===== src/rtl/dsb_ram.sv =====
`timescale 1ns / 1ps
// generic simple dual-port ram, one write port, one registered read port
// standalone, no package needed
module dsb_ram #(
  parameter int WIDTH = 16,
  parameter int DEPTH = 128
) (
  input  logic                     clk,
  input  logic                     we,
  input  logic [$clog2(DEPTH)-1:0] waddr,
  input  logic [WIDTH-1:0]         wdata,
  input  logic                     re,
  input  logic [$clog2(DEPTH)-1:0] raddr,
  output logic [WIDTH-1:0]         rdata
);

  logic [WIDTH-1:0] mem [DEPTH];

  always_ff @(posedge clk) begin
    if (we) begin
      mem[waddr] <= wdata;
    end
    if (re) begin
      rdata <= mem[raddr];
    end
  end

endmodule


===== config.mk =====
export PLATFORM = sky130hd
export DESIGN_NAME = dsb_ram
export DESIGN_NICKNAME = d
export VERILOG_FILES = /design/src/rtl/dsb_ram.sv
export SDC_FILE = /design/constraint.sdc
export NUM_CORES = 2
export LEC_CHECK = 0
export BUFFER_PORTS_ARGS = -buffer_cell sky130_fd_sc_hd__buf_2
export CORE_ASPECT_RATIO = 1.4
export CORE_MARGIN = 3
export CORE_UTILIZATION = 30
export CTS_CLUSTER_DIAMETER = 30
export CTS_CLUSTER_SIZE = 12
export DETAILED_ROUTE_END_ITERATION = 7
export GPL_ROUTABILITY_DRIVEN = 0
export PLACE_DENSITY = 0.45
export SYNTH_ARGS = -nofsm -noshare
export SYNTH_HDL_FRONTEND = slang
export SYNTH_SLANG_ARGS = --single-unit
export TNS_END_PERCENT = 10

===== constraint.sdc =====
create_clock -name clk -period 2.8 [get_ports clk]
set_clock_uncertainty 0.1 [all_clocks]
set_input_delay 0.14 -clock clk [delete_from_list [all_inputs] [get_ports clk]]
set_output_delay 0.14 -clock clk [all_outputs]
set_load 0.05 [all_outputs]

==> impl_metrics.tcl <==
set metrics [dict create \
    status "complete, no violations" \
    die_h_um 612 \
    syn_to_final_growth_pct 26.7 \
    die_area_um2 269000 \
    rsz0062_at_grt "true" \
    cp.required_ns 3.29 \
    slowest_stage "mux4_2" \
    path_buf_inv 0 \
    drtIter0Drc 3310 \
    wl_per_cell_um 30.7 \
    die_w_um 439 \
    grt-ovfl-total 0 \
    synth_commonest_cells "edfxtp_1 (2,064), mux4_2 (672), nor2_1 (122)" \
    ys_seq_area_frac 0.788 \
    cts_buffers 367 \
    synthArstFlopShare 0 \
    post_cts_buffers 0 \
    cts.path.max_buffers 4 \
    cp_cell_sequence "mux4_2 > mux4_2 > mux4_2 > mux2_4" \
    initial_core_util 0.303 \
    max_clock_freq_mhz 358 \
    synth_area_leaders "edfxtp_1 (79%), mux4_2 (19%), nor2_1 (0.58%)" \
    stdcell_area_um2 99700 \
    powerDensity_nw_per_um2 825 \
    crit_path_max_fanout 1 \
    final_util 0.384 \
    via_count 36700 \
    grt_antenna_before_repair 24 \
    syn_avg_cell_area_um2 25.5 \
    endpoint_kind "flop" \
    ys_ff_latch 2064 \
    synth_area_um2 78700 \
    grt_first_pass_wirelength_um 322000 \
    multiInputGateArea_um2 16400 \
    post-dp-hpwl_um 139000 \
    layout-drive-gt1-share 0.453 \
    finalPower_mw 82.3 \
    final_max_slew_viol_count 0 \
    finalCritPeriodShare 0.999 \
    placed_cell_area_um2 87100 \
    tightest_slew_ns 0.989 \
    arrival_ns 3.29 \
    rows 221 \
    synth_most_common_cell "edfxtp_1" \
    synthDistinctLibCells 16 \
    peakVddDrop_v 0.000485 \
    slowest_delay_ns 0.64 \
    crit_family "multiplexers" \
    drt-total-wl_um 230000 \
    syn-instance-count 3086 \
    slew-limit-headroom 0.341 \
    synth_top_area_share 0.788 \
    synth_edf_count 2064 \
    fin_crit_ns 2.80 \
    final_nets 3749 \
    clk_latency_ns 0.88 \
    hp-class "primary input to flop" \
    yosysTopAreaCell "edfxtp_1" \
    cts_root_buf "clkbuf_16" \
    grt_max_degree 129 \
    rr_startpoint "mem[83][1]$_DFFE_PP_" \
    grt_use_total 0.172 \
    regArea_um2 62000 \
    yosysWarnings 0 \
    critPathLaunch "mem[83][1]$_DFFE_PP_" \
    io_pins 49 \
    start_kind "flop" \
    core-area_um2 260000 \
    htree_levels 5 \
    maxCapViolCount 0 \
    first_global_vias 40000 \
    vias_per_cell 4.89 \
    path_clk_slew_ns 0.05 \
    fillers 23300 \
    holdWs_ns 0.0697 \
    synth_ff_type "edfxtp_1" \
    ant_nets 0 \
    min_from "raddr[5]" \
    clkSinkCount 2064 \
    crit_path_frequent_cell "mux4_2" \
    hold_viol 0 \
    io_buffer_count 48 \
    report.final.setup_viol 0 \
    fin_setup_tns_ns 0 \
    critical_path_class "flop to flop" \
    tritoncts "built" \
    synthesis.nets 3119 \
    firstDrtPassIters 5 \
    route.detailed.drc 0 \
    leakage_nw 31.6 \
]
==> cell usage in the layout (no fill, tap or decap), types with 12 or more instances in the layout <==
cell type and instances:
buf_12 114, buf_2 28, buf_4 256, bufinv_16 44, clkbuf_1 31, clkbuf_16 370
clkinv_1 39, clkinv_2 53, clkinv_4 35, clkinvlp_4 42, diode_2 20, dlygate4sd3_1 23
edfxtp_1 2064, inv_6 43, mux2_2 15, mux4_2 672, nand2_1 14, nand3_1 12
nor2_2 119
==> worst reg2reg max path: stages (launching register included) <==
cell and delay [ns]:
edfxtp_1 0.37, mux4_2 0.47, mux4_2 0.62, mux4_2 0.65, mux2_4 0.32
==> cell type report <==
cell class              count  share of cell area
flip-flops and latches   2064               0.622
multi-input cells         858               0.164
diodes                     20            0.000502
clock inverters           273              0.0299
clock buffers             401              0.0940
well taps                3456              0.0434
repair buffers            425              0.0465
==> flip-flops by register name, indices dropped and copies added (netlist names) <==
name,flops
rdata,16
mem,2048
==> through the flow <==
| stage | setup WS (ns) | instances |
|---|---|---|
| 2_1_floorplan | -0.00335 | 3086 |
| 3_3_place_gp | -0.586 | 6780 |
| 3_5_place_dp | -0.593 | 6780 |
| 4_1_cts | -0.00643 | 7477 |
| 5_1_grt | -0.0102 | 7487 |
| 6_report | 0.00348 | 7497 |
==> kinds of logic (layout without fill, tap and decap cells) <==
kind of cell | Yosys count | after routing | synth area share
DFF | 2064 | 2064 | 0.788
muxes | 688 | 688 | 0.195
and+or+nand+nor | 170 | 170 | 0.00886
buffers and inverters | 164 | 1099 | 0.00879
other | 0 | 20 | 0
==> routing by layer <==
layer,global-route usage,up-vias,part of all wire
met2,0.312,920,0.54
li1,-,15000,-
met1,0.209,20500,0.39
met4,0.0452,8,0.022
met3,0.0292,304,0.045
met5,0,-,0.00023
==> power by group <==
| group | switching [mW] | internal, mW | total [mW] |
|---|---|---|---|
| logic | 2.20 | 1.54 | 3.74 |
| clock network | 15.7 | 28.5 | 44.2 |
| registers | 0.0785 | 34.2 | 34.3 |
| total | 18.0 | 64.2 | 82.3 |
==> timing repair <==
action	4_1_cts	5_1_grt
hold endpoints to repair	1466	0
endpoints found under the setup margin	2	1
hold buffers	23	0
cloned	0	0
resized for setup	0	1
==> path summary, 6_finish.rpt <==
path	slack (ns)	endpoint	cells after the start
max	0.003	rdata[1]$_DFFE_PP_	4
min	0.07	rdata[1]$_DFFE_PP_	2
max reg2reg	0.003	rdata[1]$_DFFE_PP_	4
min reg2reg	1.10	rdata[6]$_DFFE_PP_	4
No activity file was read; power rests on OpenSTA's default activity.
