===== config.mk =====
export PLATFORM = sky130hd
export DESIGN_NAME = dsb_mean_flat
export DESIGN_NICKNAME = d
export VERILOG_FILES = /design/src/rtl/dsb_pkg.sv /design/src/rtl/dsb_stream_if.sv /design/src/rtl/dsb_mean.sv /design/src/flat_wrapper.sv
export SDC_FILE = /design/constraint.sdc
export NUM_CORES = 1
export LEC_CHECK = 0
export BUFFER_PORTS_ARGS = -buffer_cell sky130_fd_sc_hd__buf_4
export CORE_AREA = 2 2 57 59
export DETAILED_ROUTE_END_ITERATION = 8
export DIE_AREA = 0 0 59 61
export GPL_TIMING_DRIVEN = 0
export PLACE_DENSITY_LB_ADDON = 0.2
export SYNTH_ARGS = -nofsm -noshare
export SYNTH_HDL_FRONTEND = slang
export SYNTH_SLANG_ARGS = --single-unit

===== constraint.sdc =====
create_clock -name clk -period 1.2 [get_ports clk]
set_clock_uncertainty 0.2 [all_clocks]
set_input_delay 0.12 -clock clk [delete_from_list [all_inputs] [get_ports clk]]
set_output_delay 0.12 -clock clk [all_outputs]
set_load 0.05 [all_outputs]

===== src/rtl/dsb_pkg.sv =====
`timescale 1ns / 1ps
// shared types and constants of the delay-and-sum beamformer
// depends on nothing; dsb_steer_cfg, dsb_mean, the top level and the testbench import it
package dsb_pkg;

  localparam int SAMPLE_W  = 16;
  localparam int DELAY_W   = 7;
  localparam int SPAN_W    = 7;
  localparam int INDEX_W   = 9;
  localparam int MAX_MICS  = 8;
  localparam int CFG_IDX_W = 3;

  typedef struct packed {
    logic signed [SAMPLE_W-1:0] mic_sample_0;
    logic signed [SAMPLE_W-1:0] mic_sample_1;
    logic signed [SAMPLE_W-1:0] mic_sample_2;
    logic signed [SAMPLE_W-1:0] mic_sample_3;
    logic signed [SAMPLE_W-1:0] mic_sample_4;
    logic signed [SAMPLE_W-1:0] mic_sample_5;
    logic signed [SAMPLE_W-1:0] mic_sample_6;
    logic signed [SAMPLE_W-1:0] mic_sample_7;
    logic                       block_start;
  } dsb_in_t;

  typedef struct packed {
    logic signed [SAMPLE_W-1:0] beam_sample;
    logic [INDEX_W-1:0]         beam_index;
    logic                       block_last;
  } dsb_out_t;

endpackage


===== src/rtl/dsb_stream_if.sv =====
`timescale 1ns / 1ps
// valid/ready stream channel with a typed payload
// payload types come from dsb_pkg
interface dsb_stream_if #(
  parameter type payload_t = logic
);
  logic     valid;
  logic     ready;
  payload_t payload;

  modport source (output valid, output payload, input ready);
  modport sink   (input valid, input payload, output ready);
endinterface


===== src/rtl/dsb_mean.sv =====
`timescale 1ns / 1ps
// sum of the aligned mic samples and division by the mic count
// two register stages, division by reciprocal multiply; depends on dsb_pkg
module dsb_mean #(
  parameter int MIC_COUNT = 8
) (
  input  logic                                   clk,
  input  logic                                   rst,
  input  logic                                   in_valid,
  output logic                                   in_ready,
  input  logic signed [dsb_pkg::SAMPLE_W-1:0]    samples [MIC_COUNT],
  input  logic [dsb_pkg::INDEX_W-1:0]            index,
  input  logic                                   last,
  dsb_stream_if.source                           beam_out
);
  import dsb_pkg::*;

  localparam int SUM_W   = SAMPLE_W + $clog2(MIC_COUNT);
  localparam int SH      = SUM_W + $clog2(MIC_COUNT);
  localparam int RECIP_W = SH + 1;
  localparam int PROD_W  = SUM_W + RECIP_W;
  // rounded-up reciprocal: exact floor for every magnitude below 2**SUM_W
  localparam longint unsigned RECIP = ((longint'(1) << SH) + MIC_COUNT - 1) / MIC_COUNT;
  localparam logic [RECIP_W-1:0] RECIP_C = RECIP_W'(RECIP);

  logic signed [SUM_W-1:0]    sum_next;
  logic signed [SUM_W-1:0]    sum;
  logic                       sum_valid;
  logic [INDEX_W-1:0]         sum_index;
  logic                       sum_last;
  logic [SUM_W-1:0]           mag;
  logic [PROD_W-1:0]          prod;
  logic [SAMPLE_W-1:0]        quot;
  logic signed [SAMPLE_W-1:0] mean;
  dsb_out_t                   result;
  logic                       result_valid;
  logic                       adv_out;
  logic                       adv_sum;

  assign adv_out  = !result_valid || beam_out.ready;
  assign adv_sum  = !sum_valid || adv_out;
  assign in_ready = adv_sum;

  always_comb begin
    sum_next = '0;
    for (int m = 0; m < MIC_COUNT; m++) begin
      sum_next = sum_next + SUM_W'(samples[m]);
    end
  end

  // truncation toward zero: divide the magnitude, restore the sign
  always_comb begin
    mag  = sum[SUM_W-1] ? SUM_W'(-sum) : SUM_W'(sum);
    prod = PROD_W'(mag) * PROD_W'(RECIP_C);
    quot = prod[SH +: SAMPLE_W];
    mean = sum[SUM_W-1] ? $signed(-quot) : $signed(quot);
  end

  always_ff @(posedge clk) begin
    if (rst) begin
      sum_valid    <= 1'b0;
      result_valid <= 1'b0;
    end else begin
      if (adv_sum) begin
        sum_valid <= in_valid;
      end
      if (adv_out) begin
        result_valid <= sum_valid;
      end
    end
  end

  always_ff @(posedge clk) begin
    if (adv_sum) begin
      sum       <= sum_next;
      sum_index <= index;
      sum_last  <= last;
    end
    if (adv_out) begin
      result.beam_sample <= mean;
      result.beam_index  <= sum_index;
      result.block_last  <= sum_last;
    end
  end

  assign beam_out.valid   = result_valid;
  assign beam_out.payload = result;

  assert property (@(posedge clk) disable iff (rst)
    sum_valid && !adv_out |=> sum_valid && $stable(sum))
    else $error("mean: stalled sum lost");

  assert property (@(posedge clk) disable iff (rst)
    adv_out && sum_valid |=> result_valid && result.beam_index == $past(sum_index))
    else $error("mean: index not carried to the result");

  assert property (@(posedge clk) disable iff (rst)
    adv_out && sum_valid && sum == '0 |=> result.beam_sample == '0)
    else $error("mean: zero sum gave a nonzero mean");

endmodule


===== src/flat_wrapper.sv =====
// flat-port wrapper written by rule: the top's interface ports become plain ports
module dsb_mean_flat import dsb_pkg::*;
#(
  parameter int MIC_COUNT = 8
)
  (clk, rst, in_valid, in_ready, samples, index, last, beam_out_valid, beam_out_payload, beam_out_ready);
  dsb_stream_if beam_out_i ();
  input  logic clk;
  input  logic rst;
  input  logic in_valid;
  output logic in_ready;
  input  logic signed [dsb_pkg::SAMPLE_W-1:0] samples[MIC_COUNT];
  input  logic [dsb_pkg::INDEX_W-1:0] index;
  input  logic last;
  output wire logic [$bits(beam_out_i.valid)-1:0] beam_out_valid;
  output wire logic [$bits(beam_out_i.payload)-1:0] beam_out_payload;
  input wire logic [$bits(beam_out_i.ready)-1:0] beam_out_ready;
  assign beam_out_valid = beam_out_i.valid;
  assign beam_out_payload = beam_out_i.payload;
  assign beam_out_i.ready = beam_out_ready;
  dsb_mean #(.MIC_COUNT(MIC_COUNT)) u_core (.clk(clk), .rst(rst), .in_valid(in_valid), .in_ready(in_ready), .samples(samples), .index(index), .last(last), .beam_out(beam_out_i));
endmodule

==> summary.txt, run 1 <==
Clock network
  • Clock transition at path regs: 0.05 ns
  • Max clock buf depth: 2
  • Root Driver: clkbuf_4
  • CTS Sinks: 4
  • CTS tree: built
  • H-tree depth: 1
  • CTS Buf Count: 3
  • Worst-Skew Late Latency: 0.24 ns

Layout
  • Finished Cell Area: 306.5 um^2
  • Fill cells: 347
  • Share of cells above drive strength 1: 46.15%
  • Ant diodes: 0
  • Layout Cells excl Fill: 59
  • Layout area overhead: 133.3%
  • FF/Latch Area: 103.9 um^2
  • Layout net count: 169
  • Multi-input logic area: 23.77 um^2

Synth
  • Synth Area in Adders: 0%
  • Mapped Area: 131.4 um^2
  • Mean Syn Cell Area: 13.14 um^2
  • Syn_nets: 152
  • Post-Synth XOR/XNOR Area: 0%
  • Multiplexer share of the synthesized area: 0%
  • Largest family of logic cells by synthesized area: simple AND/OR/NAND/NOR gates
  • Synth warnings: 0
  • Complex-gate fraction of the synthesized area: 7.619%
  • Synth cell types: 6
  • Post-Synth Simple-Gate Area: 10.48%
  • Syn Inst Count: 10
  • Number of synthesized register bits: 4
  • Sequential area share after synthesis: 76.19%

Timing
  • F_max: 818.6 MHz
  • Relative slew margins: 90.27%
  • Post-route setup TNS: -0.02153 ns
  • Final setup viols: 1
  • Worst-Margin Slew: 0.1455 ns
  • Final hold violations: 0
  • Fin crit period: 1.222 ns
  • Max-slew violation count: 0
  • Fin worst setup slack: -0.02153 ns
  • WHS: 0.1521 ns
  • RSZ-0062 raised after global routing: true
  • Period utilization: 101.8%

Global routing
  • Vias in the first global route: 127
  • Initial antenna violation count: 0
  • Aggregate global routing overflow: 0
  • Largest net degree at the start of global routing: 4
  • GRT Overall Usage: 2.653%
  • First-pass GRT wire length: 565 um

Status
  • Status: finished, violations left
  • Failing checks: negative setup slack

Place
  • Placed cells: 50
  • Post-DP Area: 229.0 um^2
  • Placer Congestion: 0.5161
  • Dpl hpwl: 262.6 um
  • Place WS: 0.2020 ns
  • # port buffers: 7

Power
  • Leak: 0.1228 nW
  • Pwr per Cell Area: 1290 nW/um^2
  • Max VDD drop: 0.3034 mV

Setup path
  • Startpoint Class: flop
  • Crit Path Class: reg -> out
  • WP data required: 0.88 ns
  • Worst Setup End Kind: output pin
  • Crit path DAT: 0.90 ns
  • Critical Path Fanout Max: 3

Die
  • Core area: 2953 um^2
  • Initial Utilization: 4.449%
  • Full die area: 3599 um^2
  • Num rows: 20
  • Vert. Die Dim: 61 um
  • Die W: 59 um
  • Ports: 145

Drt
  • Drt initial violations: 1
  • Avg Vias per Cell: 2.203
  • Routed wire length: 365 um
  • Initial DRT Pass Iterations: 2
  • Via count: 130
  • DR WL/cell: 6.186 um
  • Post-route DRC: 0
  • Antenna Violating Nets Remaining: 0

Hold path
  • Hold Path Class: in -> reg

Run
  • Max Cap Viol: 0
## kinds of logic after synthesis
logic type,count (synthesis)
buffers and inverters,2
AO/OA/AOI/OAI,2
flip-flops,4
AND/OR/NAND/NOR,2
## final timing paths
path	cells past startpoint	to	from	slack [ns]
worst max register to register	2	u_core.sum_last$_DFFE_PP_	u_core.beam_out.valid$_SDFFE_PP0P_	0.10
worst min register to register	0	u_core.beam_out.payload$_DFFE_PP_	u_core.sum_last$_DFFE_PP_	0.21
worst max-delay path	2	in_ready	u_core.beam_out.valid$_SDFFE_PP0P_	-0.02
worst min-delay path	4	u_core.sum_valid$_SDFFE_PP0P_	beam_out_ready	0.15
## report_power, final
group | total, W | leakage, nW | internal [W] | switching (W)
Combinational | 0.0000526 | 0.0695 | 0.0000263 | 0.0000264
Clock | 0.000188 | 0.0150 | 0.000125 | 0.0000623
Sequential | 0.000155 | 0.0383 | 0.000152 | 0.00000336
## cells in the mapped netlist
| master | number | area, um^2 |
|---|---|---|
| a21oi_1 | 2 | 10.01 |
| edfxtp_1 | 2 | 60.06 |
| nand3b_1 | 1 | 7.510 |
| dfxtp_1 | 2 | 40.04 |
| inv_1 | 2 | 7.510 |
| nand2b_1 | 1 | 6.260 |
## through the flow
stage / util (%) / total power, W
5_1_grt: 10.38 / 0.0004224
6_report: 10.38 / 0.0003954
3_5_place_dp: 7.754 / 0.0001995
2_1_floorplan: - / 0.0001795
3_3_place_gp: 7.754 / 0.0001999
4_1_cts: 10.38 / 0.0004067
## cells in the final DEF (no fill, tap or decap)
master         instances
a21oi_1                2
buf_4                  7
buf_6                  1
clkbuf_1               1
clkbuf_4               3
dfxtp_1                1
dfxtp_4                1
dlygate4sd3_1          4
edfxtp_1               2
inv_1                  2
nand2b_1               1
nand3b_1               1
## worst max-delay path, cell delays in order, from the launching register on
cell      delay (ns)
dfxtp_4         0.34
nand3b_1        0.13
buf_6           0.19
## registers in the layout, indices dropped and copies added (netlist names)
name	flops
u_core.beam_out.payload	1
u_core.beam_out.valid	1
u_core.sum_last	1
u_core.sum_valid	1
## layer usage
layer / part of all wire [%] / global-route usage (%)
met1: 44 / 2.420
met2: 34 / 2.540
met3: 22 / 5.330
met4: 0 / 0
met5: 0 / 0
## final cells by class
type / instances / share of cell area, %
multi-input cells: 4 / 7.755
flip-flops and latches: 4 / 33.88
clock buffers: 4 / 8.571
well taps: 33 / 13.47
inverters: 2 / 2.449
repair buffers: 12 / 33.88
## repair_timing
item                       4_1_cts  5_1_grt
resized for setup                1        0
cloned                           0        0
hold buffers                     4        0
hold endpoints to repair         3        0
buffers inserted                 1        0
setup endpoints to repair        1        1
(Power assumes the default switching activity.)
==> run 2, diff against run 1 <==
==> constraint.sdc (replaced) <==
create_clock -name clk -period 1.2 [get_ports clk]
set_clock_uncertainty 0.2 [all_clocks]
set_input_delay 0 -clock clk [delete_from_list [all_inputs] [get_ports clk]]
set_output_delay 0 -clock clk [all_outputs]
set_load 0.05 [all_outputs]
==> run 2 against run 1 <==
The run ends with negative hold slack left. Setup slack better by 0.10 ns. Fmax is 9.3% higher. Via count down 12%. Clock power about the same. Sequential share of layout area increased by 2.1 points. Non-clock buffer count is 2 lower. Cell count fell by 3.4%. Sequential power is essentially flat.
==> summary.txt, run 2 (synthesis results as in run 1) <==
Status
  • Status: finished, violations left
  • Failing checks: negative hold slack

Setup path
  • Crit path DAT: 0.92 ns (+0.02 ns)
  • Startpoint Class: flop
  • Crit Path Class: reg -> out
  • WP data required: 1.00 ns (+0.12 ns)
  • Worst Setup End Kind: output pin
  • Worst R2R Path Depth: 1 (-1)
  • Critical Path Fanout Max: 3 (unchanged)

Clock network
  • CTS Sinks: 4 (unchanged)
  • Max clock buf depth: 2 (unchanged)
  • Root Driver: clkbuf_4
  • CTS tree: built
  • Clock transition at path regs: 0.05 ns (about the same)
  • Post-CTS Hold Buffers: 3 (-1)
  • Worst-Skew Late Latency: 0.24 ns (about the same)
  • Setup bufs post-CTS: 0 (-1)
  • H-tree depth: 1 (unchanged)
  • CTS Buf Count: 3 (unchanged)

Layout
  • Layout area overhead: 120.0%
  • Layout net count: 167 (-1.2%)
  • Finished Cell Area: 289.0 um^2 (-5.7%)
  • Share of cells above drive strength 1: 45.83% (-0.32 points)
  • Fill cells: 348 (+0.29%)
  • Final Core Density: 9.788% (-0.59 points)
  • Ant diodes: 0 (unchanged)
  • Most frequent cells in the layout: buf_4, clkbuf_4, dlygate4sd3_1
  • Commonest non-fill, non-tap cell in the layout: buf_4

Timing
  • WHS: -0.1195 ns (-0.2716 ns)
  • Max-slew violation count: 0 (unchanged)
  • Worst-Margin Slew: 0.1642 ns (+0.01873 ns)
  • Final hold violations: 4 (+4)
  • Period utilization: 93.15% (-8.6 points)
  • Fin crit period: 1.118 ns (-0.1037 ns)
  • Final setup viols: 0 (-1)
  • Relative slew margins: 89.02% (-1.3 points)
  • RSZ-0062 raised after global routing: false
  • F_max: 894.6 MHz (+9.3%)

Drt
  • Post-route DRC: 0 (unchanged)
  • Via count: 114 (-12%)
  • Antenna Violating Nets Remaining: 0 (unchanged)
  • Routed wire length: 340 um (-6.8%)
  • Drt initial violations: 2 (+1)
  • DR WL/cell: 5.965 um (-3.6%)
  • Initial DRT Pass Iterations: 2 (unchanged)
  • Avg Vias per Cell: 2.000 (-9.2%)

Power
  • Overall power: 0.0003901 W (-1.4%)
  • Pwr per Cell Area: 1350 nW/um^2 (+4.6%)
  • Leak: 0.1144 nW (-6.8%)
  • Max VDD drop: 0.2987 mV (-1.5%)

Run
  • Max Cap Viol: 0 (unchanged)

Hold path
  • WHS Path Cells: 3 (-1)
  • Hold Path Class: in -> reg

Die
  • Ports: 145 (unchanged)
  • Initial Utilization: 4.449% (unchanged)
  • Vert. Die Dim: 61 um (unchanged)
  • Num rows: 20 (unchanged)
  • Core area: 2953 um^2 (unchanged)
  • Full die area: 3599 um^2 (unchanged)
  • Die W: 59 um (unchanged)

Global routing
  • First-pass GRT wire length: 531 um (-6.0%)
  • Aggregate global routing overflow: 0 (unchanged)
  • GRT Overall Usage: 2.564% (-0.088 points)
  • Vias in the first global route: 116 (-8.7%)
  • Largest net degree at the start of global routing: 4 (unchanged)
  • Initial antenna violation count: 0 (unchanged)

Place
  • Post-DP Area: 229.0 um^2 (unchanged)
  • # port buffers: 7 (unchanged)
  • Placer Congestion: 0.5161 (unchanged)
  • Dpl hpwl: 262.6 um (unchanged)
-- run 2: cell count changes in the layout (fill, tap and decap cells not counted), sizes merged --
cell / before / now
buf: 8 / 7
dlygate4sd3: 4 / 3
-- run 2: stage by stage --
stage | setup slack (ns) | setup TNS, ns | cells
finish | 0.08221 | 0 | 57
global route | 0.00001277 | 0 | 57
CTS | 0.04618 | 0 | 57
detailed placement | 0.2391 | 0 | 50
global placement | 0.2196 | 0 | 50
floorplan | -0.3079 | -0.5352 | 10
-- run 2: metal layers --
metal	part of all wire (%)	GRT usage, %
met2	30	2.222
met4	0	0
met3	17	5.117
met1	53	2.548
met5	0	0
-- run 2: worst max-delay path, stage by stage (launching register included) --
cell      delay (ns)
dfxtp_4         0.34
nand3b_1        0.14
buf_6           0.19
-- run 2: power by group --
group	switching, W	total (W)	internal [W]
Sequential	0.00000335	0.000155	0.000152
Combinational	0.0000258	0.0000494	0.0000236
Clock	0.0000603	0.000185	0.000125
Total	0.0000895	0.000390	0.000301
-- run 2: final cells by class --
type                       instances  area [um^2]  share of cell area [%]
multi-input combinational          4        23.77                   8.225
sequential                         4        103.9                   35.93
timing repair buffer              10        86.33                   29.87
tap                               33        41.29                   14.29
clock buffer                       4        26.28                   9.091
inverter                           2        7.507                   2.597
-- run 2: worst paths after layout --
path / start / to / slack [ns]
worst max-delay path: u_core.beam_out.valid$_SDFFE_PP0P_ / in_ready / 0.08
worst min-delay path: beam_out_ready / u_core.beam_out.valid$_SDFFE_PP0P_ / -0.12
worst max register to register: u_core.beam_out.valid$_SDFFE_PP0P_ / u_core.sum_last$_DFFE_PP_ / 0.20
worst min register to register: u_core.sum_last$_DFFE_PP_ / u_core.beam_out.payload$_DFFE_PP_ / 0.21
-- run 2: timing repair --
item,4_1_cts,5_1_grt
endpoints found under the hold margin,5,4
setup endpoints to repair,0,1
gates resized for setup,0,1
