**config.mk**
```make
export PLATFORM = sky130hd
export DESIGN_NAME = dsb_steer_cfg
export DESIGN_NICKNAME = d
export VERILOG_FILES = /design/src/rtl/dsb_pkg.sv /design/src/rtl/dsb_steer_cfg.sv
export SDC_FILE = /design/constraint.sdc
export NUM_CORES = 1
export LEC_CHECK = 0
export ABC_AREA = 1
export BUFFER_PORTS_ARGS = -buffer_cell sky130_fd_sc_hd__buf_4
export CORE_MARGIN = 2
export CORE_UTILIZATION = 45
export DETAILED_ROUTE_END_ITERATION = 10
export RECOVER_POWER = 50
export SLEW_MARGIN = 20
export SYNTH_ARGS = -nofsm -noshare
export SYNTH_HDL_FRONTEND = slang
export SYNTH_SLANG_ARGS = --single-unit
```
**constraint.sdc**
```tcl
create_clock -name clk -period 22.4 [get_ports clk]
set_input_delay 4.48 -clock clk [delete_from_list [all_inputs] [get_ports clk]]
set_output_delay 4.48 -clock clk [all_outputs]
set_load 0.005 [all_outputs]
```
**src/rtl/dsb_pkg.sv**
```systemverilog
`timescale 1ns / 1ps
// shared types and constants of the delay-and-sum beamformer
// depends on nothing; dsb_steer_cfg, dsb_mean, the top level and the testbench import it
package dsb_pkg;

  localparam int SAMPLE_W  = 16;
  localparam int DELAY_W   = 7;
  localparam int SPAN_W    = 7;
  localparam int INDEX_W   = 9;
  localparam int MAX_MICS  = 8;
  localparam int CFG_IDX_W = 3;

  typedef struct packed {
    logic signed [SAMPLE_W-1:0] mic_sample_0;
    logic signed [SAMPLE_W-1:0] mic_sample_1;
    logic signed [SAMPLE_W-1:0] mic_sample_2;
    logic signed [SAMPLE_W-1:0] mic_sample_3;
    logic signed [SAMPLE_W-1:0] mic_sample_4;
    logic signed [SAMPLE_W-1:0] mic_sample_5;
    logic signed [SAMPLE_W-1:0] mic_sample_6;
    logic signed [SAMPLE_W-1:0] mic_sample_7;
    logic                       block_start;
  } dsb_in_t;

  typedef struct packed {
    logic signed [SAMPLE_W-1:0] beam_sample;
    logic [INDEX_W-1:0]         beam_index;
    logic                       block_last;
  } dsb_out_t;

endpackage

```
**src/rtl/dsb_steer_cfg.sv**
```systemverilog
`timescale 1ns / 1ps
// steering delay registers and the values derived from them at write time
// depends on dsb_pkg
module dsb_steer_cfg #(
  parameter int MIC_COUNT     = 8,
  parameter int HISTORY_DEPTH = 128
) (
  input  logic                             clk,
  input  logic                             rst,
  input  logic                             cfg_we,
  input  logic [dsb_pkg::CFG_IDX_W-1:0]    cfg_index,
  input  logic [dsb_pkg::DELAY_W-1:0]      cfg_data,
  output logic [dsb_pkg::SPAN_W-1:0]       span,
  output logic [$clog2(HISTORY_DEPTH)-1:0] lag_mod [MIC_COUNT]
);
  import dsb_pkg::*;

  localparam int SLOT_W = $clog2(HISTORY_DEPTH);

  logic signed [DELAY_W-1:0] delay      [MIC_COUNT];
  logic signed [DELAY_W-1:0] delay_next [MIC_COUNT];
  logic signed [DELAY_W-1:0] hi;
  logic signed [DELAY_W-1:0] lo;
  logic [SPAN_W-1:0]         span_next;
  logic [SLOT_W-1:0]         lag_mod_next [MIC_COUNT];

  // remainder of a lag by the ring depth, by binary long division
  function automatic logic [SLOT_W-1:0] lag_wrap(input logic [SPAN_W-1:0] lag);
    logic [SPAN_W-1:0] r;
    r = lag;
    for (int j = SPAN_W - 1; j >= 0; j--) begin
      if ((HISTORY_DEPTH << j) < (1 << SPAN_W)) begin
        if (r >= SPAN_W'(HISTORY_DEPTH << j)) begin
          r = r - SPAN_W'(HISTORY_DEPTH << j);
        end
      end
    end
    return SLOT_W'(r);
  endfunction

  always_comb begin
    for (int m = 0; m < MIC_COUNT; m++) begin
      delay_next[m] = (cfg_we && cfg_index == CFG_IDX_W'(m)) ? $signed(cfg_data) : delay[m];
    end
    hi = delay_next[0];
    lo = delay_next[0];
    for (int m = 1; m < MIC_COUNT; m++) begin
      if (delay_next[m] > hi) begin
        hi = delay_next[m];
      end
      if (delay_next[m] < lo) begin
        lo = delay_next[m];
      end
    end
    span_next = SPAN_W'((DELAY_W + 1)'(hi) - (DELAY_W + 1)'(lo));
    // lag of mic m behind the newest sample is hi - delay_m
    for (int m = 0; m < MIC_COUNT; m++) begin
      lag_mod_next[m] = lag_wrap(SPAN_W'((DELAY_W + 1)'(hi) - (DELAY_W + 1)'(delay_next[m])));
    end
  end

  always_ff @(posedge clk) begin
    if (rst) begin
      span <= '0;
      for (int m = 0; m < MIC_COUNT; m++) begin
        delay[m]   <= '0;
        lag_mod[m] <= '0;
      end
    end else if (cfg_we) begin
      span <= span_next;
      for (int m = 0; m < MIC_COUNT; m++) begin
        delay[m]   <= delay_next[m];
        lag_mod[m] <= lag_mod_next[m];
      end
    end
  end

  assert property (@(posedge clk) disable iff (rst)
    lag_mod[0] <= SLOT_W'(HISTORY_DEPTH - 1) && span <= SPAN_W'(127))
    else $error("steer cfg: derived lag out of range");

  assert property (@(posedge clk) disable iff (rst)
    !cfg_we |=> $stable(span))
    else $error("steer cfg: span changed without a write");

  assert property (@(posedge clk) disable iff (rst)
    span == '0 |-> lag_mod[MIC_COUNT-1] == '0)
    else $error("steer cfg: zero span with nonzero lag");

endmodule

```
==> results of run 1 <==
## routing by layer
layer,track usage,part of all wire,up-vias
met2,0.445,0.45,293
met3,0.0424,0.058,48
li1,-,-,5452
met1,0.398,0.47,4923
met5,0,0,-
met4,0.0726,0.025,0
## state kept, by name (all words and copies together), names as in the netlist
register and cells:
delay 56, lag_mod 56, span 7
## synthesized netlist by cell type (all sizes together)
cell	n
buf	14
nand4	41
fa	8
a21oi	75
nor3	2
a32o	8
nand3b	6
a221oi	1
nand3	110
inv	221
xor2	9
o21ai	164
o41ai	1
o2111ai	1
nor2	128
xnor2	1
nand2	532
a211oi	5
a22o	3
o21bai	6
ha	112
and2	9
clkinv	5
dfxtp	63
clkbuf	29
or2	8
or3	1
edfxtp	56
a41oi	1
o211ai	1
a21o	2
## through the flow
| stage | util | setup slack [ns] | instances | hold WS (ns) | cell area [um^2] |
|---|---|---|---|---|---|
| finish | 0.511 | 3.88 | 2021 | 0.449 | 12400 |
| global route | 0.511 | 2.46 | 2021 | 0.471 | 12400 |
| CTS | 0.513 | 4.11 | 2021 | 0.454 | 12400 |
| detailed placement | 0.489 | 3.69 | 1989 | 0.440 | 11900 |
| global placement | 0.489 | 4.20 | 1989 | 0.441 | 11900 |
| floorplan | - | 6.15 | 1623 | 0.447 | 11100 |
## critical path, delay by kind of cell
kind	cells	cell delay, ns
simple gates	40	5.31
compound gates	20	3.62
fa+ha+maj	8	2.94
buf+inv	11	2.26
xor+xnor	1	0.20
## path summary, 6_finish.rpt
| check | slack [ns] | endpoint | start | cells after the start |
|---|---|---|---|---|
| worst max-delay path | 3.88 | span[6] | cfg_index[0] | 80 |
| worst min-delay path | 0.45 | lag_mod[12] | lag_mod[12] | 2 |
| worst max register to register | 8.34 | span[6] | delay[0][13] | 77 |
| worst min register to register | 0.45 | lag_mod[12] | lag_mod[12] | 2 |
## kinds of logic after synthesis
family / count (synthesis)
AOI/OAI and AO/OA: 268
xor gates and xnor gates: 10
adders and majority gates: 120
buffers and inverters: 269
DFF: 119
and+or+nand+nor: 837
## area by class of cell
class / count / area (um^2) / share of cell area
clock buffer: 19 / 464 / 0.0374
timing repair buffer: 85 / 593 / 0.0478
multi-input combinational: 1235 / 7030 / 0.567
inverter: 226 / 851 / 0.0686
clock inverter: 13 / 110 / 0.00888
sequential: 119 / 2940 / 0.237
tap: 324 / 405 / 0.0327
==> results.md, run 1 <==
* Setup Skew at 0.0146 ns
* Layout cell share with drive strength beyond 1 at 0.136
* Final setup viols at 0
* Adder-cell area share of the yosys netlist at 0.141
* Largest net degree at the start of global routing at 63
* RSZ-0062 raised after global routing: no
* Setup TNS at 0 ns
* Gr usage total at 0.280
* Clk_lat worst skew at 0.43 ns
* Die ar. at 25,900 um^2
* Layout overhead on the synthesized area at 11.8%
* Synth cell types at 50
* H-tree levels at 4
* Synth area leader: nand2_1
* DRC Markers at 0
* Port buffer count at 75
* Wire length per cell at 17.6 um
* DRT antenna net count at 0
* Routed vias at 10,700
* Minimum clock period at 18.52 ns
* Vias in the first global route at 9,766
* Worst-path clk slew at 0.07 ns
* FP Rows at 57
* Die Y at 161 um
* Crit-path max cell delay at 0.61 ns
* Failing checks: max-capacitance violations, max-slew violations
* Die Wd at 161 um
* Gate Count Post-Synth at 1,623
* CTS buffer count at 17
* Ranking of synthesized cells by area: nand2_1 (16%), edfxtp_1 (15%), ha_1 (13%)
* Via density at 5.30
* # resized after CTS at 0
* Slew Limit Fails at 57
* Outcome: finished with violations
* CP most frequent cell: nand2_1
* Post-Syn Nets at 1,756
* CTS sink count at 119
* CTS tree: done
* Max Cap Violations at 1
* Clock root buffer: clkbuf_16
* Synth Area in Simple Gates at 0.351
* Post-layout nets at 1,817
* Compound-cell area share of the yosys netlist at 0.132
* I/O pin count at 76
* Core area at 24,200 um^2
* Critical path required time at 22.73 ns
* Initial Util at 0.457
* WP data arrival at 18.85 ns
* Grt ovf at 0
* Critical path fanouts, max at 13
* Type of origin of the critical path: input port
* Synth Register Bits at 119
* Mapped Avg Cell Area at 6.83 um^2
* Clock Tree Buf Depth at 2
* Setup Crit Path Kind: input port to flop
* Xor/xnor cell area share of the yosys netlist at 0.00858
* Hold Fails Final Rpt at 0
* Mux share of post-synthesis cell area at 0
* RD Place Congestion at 0.963
* Worst slew margin at -1.32
* Fmax at 54.0 MHz
* Final Cycle Share at 0.827
* Most common cell after layout, fill and taps aside: nand2_1
* Post-Syn Area at 11,100 um^2
* Sequential area share after synthesis at 0.265
* Ys Warns at 0
* Crit end category: flop
* Filler cell count at 2,536
* # diodes at 0
* Pre-antenna DRT Iters at 6
* Cts hold-fix bufs at 0
* CP max stage cell: fa_1
* Commonest cells after routing, fill and taps aside: nand2_1 (476), inv_1 (211), o21ai_0 (128), ha_1 (112), nor2_1 (111)
* Setup bufs post-CTS at 0
* Largest family of logic cells by synthesized area: simple AND/OR/NAND/NOR gates
* First-pass GRT wire length at 55.7 mm
* Number of DRC markers in iteration 0 at 848
* Hold WC Path Type: flop to flop
* Hpwl dp at 26.2 mm
* Slew @ Worst Pin at 3.47 ns
* Initial antenna violation count at 0
* Post-Route WL at 35.6 mm
* Yosys top cell area share at 0.161
Power of run 1 is not shown: default switching activity piles up to over one toggle a cycle in this logic, so the estimate is an artifact.
==> inputs of run 2 (changes only) <==
clock period = 19.1 ns   (was 22.4 ns; I/O delays follow)
==> run 2 against run 1 <==
Against the previous run: the run still ends with max-capacitance violations, max-slew violations left; die area is the same; register-to-register slack worse by 3.1 ns; core utilization rose by 0.093 points; via count decreased by 0.82%; critical path depth stayed put; wire length down 1.1%; sequential cell count is the same; clock-buffer cell count grew 3; critical path type unchanged; highest routed layer unchanged.
==> results.md, run 2 (synthesized netlist as in run 1, its figures left out) <==
* Worst slew margin at -1.29
* Wire length per cell at 17.4 um
* Pre-antenna DRT Iters at 6
* Die Wd at 161 um
* Minimum clock period at 17.47 ns
* Failing checks: max-capacitance violations, max-slew violations
* Critical path required time at 19.43 ns
* # diodes at 0
* Vias in the first global route at 9,782
* CP most frequent cell: nand2_1
* Setup Crit Path Kind: input port to flop
* CTS tree: done
* CTS buffer count at 17
* Port buffer count at 75
* CTS sink count at 119
* Setup Skew at 0.0148 ns
* Fin util at 0.512
* Hold WC Path Type: flop to flop
* Type of origin of the critical path: input port
* Outcome: finished with violations
* Crit end category: flop
* WP data arrival at 17.80 ns
* Initial Util at 0.457
* Max Cap Violations at 1
* Worst-path clk slew at 0.07 ns
* Setup bufs post-CTS at 0
* Largest registers: delay (56), lag_mod (56), span (7)
* Final Cycle Share at 0.915
* Setup TNS at 0 ns
* Commonest cells after routing, fill and taps aside: nand2_1 (476), inv_1 (211), o21ai_0 (127), ha_1 (112), nor2_1 (111)
* Crit-path max cell delay at 0.81 ns
* CP max stage cell: o21ai_2
* Crit path from: cfg_we
* Hold path start: lag_mod[12]
* Hpwl dp at 26.1 mm
* Worst hold slack at 0.451 ns
* Slew Limit Fails at 57
* Reg2Reg Depth at 77
* Layout cell share with drive strength beyond 1 at 0.134
* DRT antenna net count at 0
* Fmax at 57.2 MHz
* Critical path fanouts, max at 13
* First-pass GRT wire length at 55.1 mm
* Die Y at 161 um
* FF-to-FF Start: delay[0][13]
* Layout overhead on the synthesized area at 12.0%
* # resized after CTS at 0
* Initial antenna violation count at 0
* Number of DRC markers in iteration 0 at 953
* Post-layout nets at 1,816
* Largest net degree at the start of global routing at 63
* Via density at 5.26
* Hold Fails Final Rpt at 0
* H-tree levels at 4
* Routed vias at 10,600
* DRC Markers at 0
* RD Place Congestion at 0.959
* FP Rows at 57
* Final setup viols at 0
* Gr usage total at 0.278
* Core area at 24,200 um^2
* Slew @ Worst Pin at 3.43 ns
* Filler cell count at 2,467
* Clk_lat worst skew at 0.43 ns
* RSZ-0062 raised after global routing: no
* I/O pin count at 76
* Grt ovf at 0
* Clock root buffer: clkbuf_16
* Post-Route WL at 35.2 mm
* Most common cell after layout, fill and taps aside: nand2_1
* Cts hold-fix bufs at 0
* Clock Tree Buf Depth at 2
* Die ar. at 25,900 um^2
* WHS Path Cells at 2
run 2: critical path, delay by kind of cell:
kind                     cells  cell delay, ns
AO/OA/AOI/OAI               21            4.69
XOR/XNOR                     1            0.21
adder cells (fa/ha/maj)      9            3.02
buffers and inverters       11            1.39
AND/OR/NAND/NOR             38            4.66
run 2: final cells by class:
type / count / area (um^2) / area share
sequential: 119 / 2940 / 0.237
tap: 324 / 405 / 0.0326
clock inverter: 10 / 78.8 / 0.00635
inverter: 226 / 851 / 0.0685
timing repair buffer: 84 / 578 / 0.0465
multi-input combinational: 1235 / 7030 / 0.566
clock buffer: 22 / 529 / 0.0426
run 2: final timing paths:
kind / endpoint / slack, ns
setup reg to reg: span[6] / 5.25
hold reg to reg: lag_mod[12] / 0.45
setup / recovery: span[6] / 1.63
hold / removal: lag_mod[12] / 0.45
run 2: stage by stage:
stage	setup WS [ns]	instance area, um^2	instances
6_report	1.63	12400	2020
3_3_place_gp	1.45	11900	1988
5_1_grt	0.0177	12400	2020
4_1_cts	1.87	12500	2020
3_5_place_dp	1.47	11900	1988
2_1_floorplan	3.51	11100	1623
run 2: layer usage:
metal / up-vias / track usage / part of all wire
met1: 4843 / 0.391 / 0.47
li1: 5449 / - / -
met2: 288 / 0.442 / 0.44
met3: 48 / 0.0367 / 0.059
met5: - / 0 / 0
met4: 0 / 0.0946 / 0.031
Power of run 2 is left out for the same reason.
==> inputs of run 3 (changes only) <==
clock period = 18.7 ns   (was 19.1 ns; I/O delays follow)
==> run 3 against run 2 <==
Against the previous run: the run still ends with max-capacitance violations, max-slew violations left; setup slack worse by 0.44 ns; cell area about the same; clock-buffer cell count down 1; final cell count did not move; via count rose by 0.55%; register-to-register slack got worse by 0.53 ns; global-route usage up 0.14 points; die area is the same; critical path depth rose by 1; non-clock buffer count is the same; sequential share of layout area is essentially flat; wire length up 0.29%.
==> results.md, run 3 (synthesized netlist as in run 1, its figures left out) <==
* Outcome: finished with violations
* Failing checks: max-capacitance violations, max-slew violations
* RSZ-0062 raised after global routing: no
* Critical path required time at 19.04 ns
* WHS Path Cells at 2
* Setup Skew at 0.0130 ns
* DRT antenna net count at 0
* Type of origin of the critical path: input port
* # diodes at 0
* Clock root buffer: clkbuf_16
* Layout overhead on the synthesized area at 11.9%
* First-pass GRT wire length at 55.7 mm
* Setup Crit Path Kind: input port to flop
* CP most frequent cell: nand2_1
* Critical path fanouts, max at 13
* Filler cell count at 2,530
* Core area at 24,200 um^2
* Reg2Reg Depth at 78
* Setup slack, reg-to-reg at 4.72 ns
* Gr usage total at 0.280
* # resized after CTS at 0
* Die ar. at 25,900 um^2
* Final setup viols at 0
* Die Y at 161 um
* CTS sink count at 119
* Grt ovf at 0
* Slew Limit Fails at 57
* Pre-antenna DRT Iters at 6
* I/O pin count at 76
* Number of DRC markers in iteration 0 at 902
* Final Cycle Share at 0.936
* Via density at 5.29
* Setup bufs post-CTS at 0
* Routed vias at 10,700
* Critical R2R Capture: span[6]
* Wire length per cell at 17.5 um
* Die Wd at 161 um
* Hold Fails Final Rpt at 0
* WP data arrival at 17.85 ns
* Cts hold-fix bufs at 0
* CTS tree: done
* Clock Tree Buf Depth at 2
* Worst Hold Path EP: lag_mod[12]
* Clk_lat worst skew at 0.44 ns
* Worst-path clk slew at 0.07 ns
* Minimum clock period at 17.51 ns
* Fmax at 57.1 MHz
* Worst slew margin at -1.27
* RD Place Congestion at 0.949
* Port buffer count at 75
* Hold path start: lag_mod[12]
* FF-to-FF Start: delay[0][13]
* Max Cap Violations at 1
* Hold WC Path Type: flop to flop
* Crit path from: cfg_we
* CP max stage cell: o21ai_0
* Initial Util at 0.457
* Initial antenna violation count at 0
* H-tree levels at 4
* Hpwl dp at 26.1 mm
* Commonest cells after routing, fill and taps aside: nand2_1 (476), inv_1 (211), o21ai_0 (128), ha_1 (112), nor2_1 (111)
* CTS buffer count at 17
* Most common cell after layout, fill and taps aside: nand2_1
* Vias in the first global route at 10,000
* Largest net degree at the start of global routing at 63
* Post-layout nets at 1,816
* Largest registers: delay (56), lag_mod (56), span (7)
* FP Rows at 57
* Post-Route WL at 35.3 mm
* Crit-path max cell delay at 0.51 ns
* Layout cell share with drive strength beyond 1 at 0.134
* Crit end category: flop
* Slew @ Worst Pin at 3.41 ns
* Setup TNS at 0 ns
* DRC Markers at 0
run 3: cell count changes in the layout (fill, tap and decap cells not counted), moves of 2 or more:
cell,before,now
inv_4,0,2
inv_8,0,2
clkinv_4,5,3
inv_6,2,4
clkinv_2,4,2
run 3: per-layer routing:
layer	GRT usage	vias to the layer above	part of all wire
met5	0	-	0
met4	0.0962	0	0.031
met3	0.0455	58	0.058
met2	0.443	303	0.44
met1	0.387	4873	0.47
li1	-	5452	-
run 3: cell type report:
type,count,area (um^2),area share
clock buffer,21,504,0.0406
clock inverter,11,96.3,0.00776
inverter,226,851,0.0686
multi-input combinational,1235,7030,0.566
sequential,119,2940,0.237
tap,324,405,0.0327
timing repair buffer,84,582,0.0469
run 3: how the worst max path moves through the flow:
stage | end | slack (ns) | cells after the start
floorplan | span[6] | 3.19 | 84
global placement | span[6] | 0.95 | 81
detailed placement | span[6] | 0.97 | 81
CTS | span[6] | 1.40 | 81
global route | span[6] | 0.01 | 74
finish | span[6] | 1.19 | 81
run 3: stage by stage:
step	setup slack, ns	instances	hold slack [ns]	instance area, um^2	utilization
2_1_floorplan	3.19	1623	0.447	11100	-
3_3_place_gp	0.954	1988	0.441	11900	0.489
6_report	1.19	2020	0.451	12400	0.512
5_1_grt	0.0148	2020	0.463	12400	0.512
3_5_place_dp	0.969	1988	0.444	11900	0.489
4_1_cts	1.40	2020	0.456	12500	0.514
run 3: critical path: cells and delay by family:
| kind | cells | cell delay, ns |
|---|---|---|
| adders and majority gates | 9 | 2.93 |
| AOI/OAI and AO/OA | 21 | 4.44 |
| xor gates and xnor gates | 1 | 0.23 |
| and+or+nand+nor | 38 | 4.70 |
| buffers and inverters | 12 | 1.75 |
Power of run 3 is left out for the same reason.
